File: config.mk
export PLATFORM = sky130hd
export DESIGN_NAME = adlf_queue
export DESIGN_NICKNAME = d
export VERILOG_FILES = /design/src/rtl/adlf_pkg.sv /design/src/rtl/adlf_queue.sv
export SDC_FILE = /design/constraint.sdc
export NUM_CORES = 1
export LEC_CHECK = 0
export BUFFER_PORTS_ARGS = -buffer_cell sky130_fd_sc_hd__buf_4
export CAP_MARGIN = 40
export CORE_UTILIZATION = 57
export CTS_CLUSTER_SIZE = 24
export DETAILED_ROUTE_END_ITERATION = 12
export PLACE_DENSITY = 0.82
export SETUP_SLACK_MARGIN = 0.1
export SLEW_MARGIN = 20
export SYNTH_ARGS = -nofsm -noshare
export SYNTH_HDL_FRONTEND = slang
export SYNTH_SLANG_ARGS = --single-unit
File: constraint.sdc
create_clock -name clock -period 5.8 [get_ports clock]
set_input_delay 0.29 -clock clock [delete_from_list [all_inputs] [get_ports clock]]
set_output_delay 0.29 -clock clock [all_outputs]
set_load 0.02 [all_outputs]
File: src/rtl/adlf_pkg.sv
// types, constants and helpers shared by the duplicate line filter
`timescale 1ns / 1ps
package adlf_pkg;

   localparam logic [7:0] NEWLINE = 8'd10;
   localparam logic [31:0] COUNT_SAT = 32'hFFFF_FFFE;

   localparam logic [2:0] CSR_COUNT_MODE    = 3'd0;
   localparam logic [2:0] CSR_SHOW_REPEATED = 3'd1;
   localparam logic [2:0] CSR_SHOW_SINGLE   = 3'd2;
   localparam logic [2:0] CSR_SKIP_FIELDS   = 3'd3;
   localparam logic [2:0] CSR_SKIP_CHARS    = 3'd4;

   typedef struct packed {
      logic        count_mode;
      logic        show_repeated;
      logic        show_single;
      logic [12:0] skip_fields;
      logic [12:0] skip_chars;
   } cfg_type;

   typedef struct packed {
      logic        line_bank;
      logic [12:0] line_length;
      logic [31:0] group_count;
      logic        print_plain;
      logic        print_counted;
      logic        last_of_run;
   } rsp_type;

   function automatic logic is_blank(logic [7:0] b);
      return (b == 8'd32) || ((b >= 8'd9) && (b <= 8'd13));
   endfunction

   function automatic rsp_type make_rsp(logic bank, logic [12:0] len, logic [31:0] rc,
                                        cfg_type cfg);
      rsp_type r;
      r.line_bank     = bank;
      r.line_length   = len;
      r.group_count   = rc + 32'd1;
      r.print_plain   = (cfg.show_repeated && (rc != 32'd0)) ||
                        (cfg.show_single && (rc == 32'd0));
      r.print_counted = cfg.count_mode;
      r.last_of_run   = 1'b0;
      return r;
   endfunction

endpackage

File: src/rtl/adlf_queue.sv
// back end: four entry result queue taking up to two results a cycle
`timescale 1ns / 1ps
module adlf_queue (
   input  logic              clock,
   input  logic              reset,
   input  logic [1:0]        push_cnt,
   input  adlf_pkg::rsp_type push0,
   input  adlf_pkg::rsp_type push1,
   output logic              full,
   output logic              out_valid,
   input  logic              out_stall,
   output adlf_pkg::rsp_type out_data
);
   adlf_pkg::rsp_type q_ff [4];
   logic [1:0] wp_ff, wp_in, rp_ff, rp_in;
   logic [2:0] cnt_ff, cnt_in;
   logic       pop;

   always_comb begin
      pop = out_valid && !out_stall;
      wp_in = wp_ff + push_cnt;
      rp_in = rp_ff + {1'b0, pop};
      cnt_in = cnt_ff + {1'b0, push_cnt} - {2'b0, pop};
      full = cnt_ff > 3'd2;
      out_valid = cnt_ff != 3'd0;
      out_data = q_ff[rp_ff];
   end

   always_ff @(posedge clock) begin
      if (push_cnt != 2'd0) begin
         q_ff[wp_ff] <= push0;
      end
      if (push_cnt == 2'd2) begin
         q_ff[wp_ff + 2'd1] <= push1;
      end
   end

   always_ff @(posedge clock) begin
      if (reset) begin
         wp_ff <= '0;
         rp_ff <= '0;
         cnt_ff <= '0;
      end else begin
         wp_ff <= wp_in;
         rp_ff <= rp_in;
         cnt_ff <= cnt_in;
      end
   end

endmodule

==> impl_metrics.env <==
export IMPL_tns_ns=0
export IMPL_rsz0062_at_grt="false"
export IMPL_grt_pass1_wl_um=33800
export IMPL_hp_class="in2reg"
export IMPL_first_iter_violations=351
export IMPL_final_hold_viol_count=0
export IMPL_ff2ff_path_depth=3
export IMPL_cp_end_kind="primary output"
export IMPL_synthTopCellsByArea="edfxtp_1 (60%), mux2_2 (19%), mux4_2 (11%), mux2_1 (1.8%), mux2_4 (1.5%)"
export IMPL_critPathMaxStageDelay_ns=0.79
export IMPL_vias=5574
export IMPL_grt_pass1_vias=6097
export IMPL_ys_ff_latch=203
export IMPL_finalSetupViolCount=0
export IMPL_grt_max_degree=50
export IMPL_h_tree_depth=1
export IMPL_dp_cells=876
export IMPL_ioPinCount=154
export IMPL_synth_avg_cell_area_sq_um=18.8
export IMPL_postRouteAntennaNets=0
export IMPL_start_kind="register"
export IMPL_power_density_nw_per_um2=353
export IMPL_die_h_um=134
export IMPL_syn_inst=525
export IMPL_cts_resized=0
export IMPL_dpl_hpwl_um=13700
export IMPL_ff_latch_area_sq_um=6030
export IMPL_vias_per_cell=6.08
export IMPL_insertion_delay_ns=0.50
export IMPL_postRouteWirelength_um=21700
export IMPL_ys_seq_area_frac=0.609
export IMPL_finalNetCount=788
export IMPL_ir_drop_mv=0.287
export IMPL_cp_arrival_ns=2.42
export IMPL_grt_usage=0.252
export IMPL_cp_max_fo=29
export IMPL_mostFrequentLayoutCell="edfxtp_1"
export IMPL_port_buffers=153
export IMPL_dieArea_sq_um=17900
export IMPL_clockBufferDepth=3
export IMPL_period_share=0.467
export IMPL_rows=47
export IMPL_fin_skew_ns=0.0123
export IMPL_antenna_found_initial=1
export IMPL_root_buffer="clkbuf_16"
export IMPL_initial_core_util=0.590
export IMPL_final_layout_size_suffix_gt1_frac=0.625
export IMPL_cts_tree="built"
export IMPL_synth_top_cell_by_area="edfxtp_1"
export IMPL_syn_num_nets=632
export IMPL_wire_per_inst_um=23.7
export IMPL_slowest_stage="dfxtp_2"
export IMPL_crit_type="reg2out"
export IMPL_cp_top_family="flip-flops"
export IMPL_required_ns=5.51
export IMPL_ys_warn_count=0
export IMPL_synth_cell_types=32
export IMPL_dieWidth_um=134
export IMPL_synth_area_sq_um=9890
export IMPL_instances_no_fill=917
export IMPL_cts_sinks=203
export IMPL_crit_chain="buf_4, mux4_2, buf_4"
export IMPL_crit_buf_inv=2
export IMPL_netlist_area_leader_share=0.595
export IMPL_numCtsBuffers=22
export IMPL_drcViolationCount=0
export IMPL_grt_overflow=0
export IMPL_drv_cap=0
export IMPL_whs_ns=0.104
export IMPL_coreArea_sq_um=16800
export IMPL_slew_headroom=0.465
export IMPL_multiInputGateArea_sq_um=3660
export IMPL_period_minus_slack_ns=2.71
export IMPL_dr_pass1_iters=4
export IMPL_gp_congestion=0.755
export IMPL_area_growth_synth_to_final_pct=20.9
export IMPL_whs_path_depth=2
export IMPL_leakage_nw=4.23
export IMPL_report_final_slew_viol_count=0
export IMPL_max_freq_ghz=0.369
export IMPL_path_depth=3
export IMPL_fillers=1053
export IMPL_worstMarginPinSlew_ns=0.803
export IMPL_layout_common_cells="edfxtp_1 (196), mux2_2 (170), buf_4 (163)"
export IMPL_cpMostUsedCell="buf_4"
export IMPL_status="completed"
export IMPL_clkSlewWorstSetupHoldPaths_ns=0.07
registers in the layout, indices dropped and copies added (netlist names):
register,count
q_ff,196
cnt_ff,3
rp_ff,2
wp_ff,2
power by group:
group | switching [W] | total [W] | internal, W | leakage (nW)
combinational | 0.000516 | 0.00103 | 0.000517 | 2.00
clock | 0.000540 | 0.00130 | 0.000764 | 0.329
sequential | 0.0000857 | 0.00188 | 0.00180 | 1.90
total | 0.00114 | 0.00422 | 0.00308 | 4.23
per-layer routing:
layer	wire length (um)	global-route usage	vias to the layer above
met5	0	0	-
met2	11500	0.448	202
met3	1400	0.0422	35
li1	-	-	2458
met1	8360	0.309	2879
met4	492	0.0865	0
cell families after synthesis:
family / share of synthesized area
simple gates: 0.0147
compound gates: 0.00481
flops: 0.609
mux: 0.339
xor+xnor: 0.00266
fa+ha+maj: 0.00582
buf+inv: 0.0240
cells in the mapped netlist:
library cell,number
a21o_1,2
a21oi_1,3
and2_1,1
and3b_1,2
buf_1,1
buf_12,1
buf_2,15
buf_4,9
buf_6,3
clkbuf_1,6
dfxtp_1,7
edfxtp_1,196
fa_1,1
ha_1,3
inv_1,4
mux2_1,16
mux2_2,170
mux2_4,10
mux4_2,49
nand2_1,2
nand2b_1,1
nand3_1,1
nor2_1,5
nor2b_1,4
nor2b_2,1
nor3_1,2
nor4_4,1
o21ai_0,2
o31ai_1,1
or3_1,3
xnor2_1,1
xor2_1,2
area by class of cell:
class | count | share of cell area
antenna | 1 | 0.000209
sequential | 203 | 0.504
timing repair buffer | 167 | 0.109
multi-input combinational | 283 | 0.306
tap | 220 | 0.0230
clock inverter | 5 | 0.00188
inverter | 4 | 0.00126
clock buffer | 34 | 0.0541
path summary, 6_finish.rpt:
check	from	to	slack (ns)
hold reg to reg	cnt_ff[2]$_SDFF_PP0_	cnt_ff[2]$_SDFF_PP0_	0.58
setup / recovery	rp_ff[1]$_SDFF_PP0_	out_data[46]	3.09
setup reg to reg	wp_ff[1]$_SDFF_PP0_	q_ff[3][23]$_DFFE_PP_	3.23
hold / removal	push1[38]	q_ff[1][38]$_DFFE_PP_	0.10
stage by stage:
stage | worst slack [ns] | area [sq um] | power [W] | utilization
floorplan | 1.13 | 9890 | 0.00253 | -
global placement | 3.32 | 11200 | 0.00290 | 0.669
detailed placement | 3.23 | 11300 | 0.00295 | 0.673
CTS | 3.05 | 12000 | 0.00425 | 0.713
global route | 3.01 | 12000 | 0.00437 | 0.713
finish | 3.09 | 12000 | 0.00422 | 0.713
worst reg2reg max path: stages (launching register included):
cell and delay (ns):
dfxtp_1 0.62, and3b_2 0.75, buf_4 0.54, mux2_2 0.41
repair_timing:
item / 4_1_cts / 5_1_grt
endpoints found under the hold margin: 2 / 0
setup buffers: 0 / 0
hold buffers: 1 / 0
Note: power is estimated with default switching activity, not from simulation.
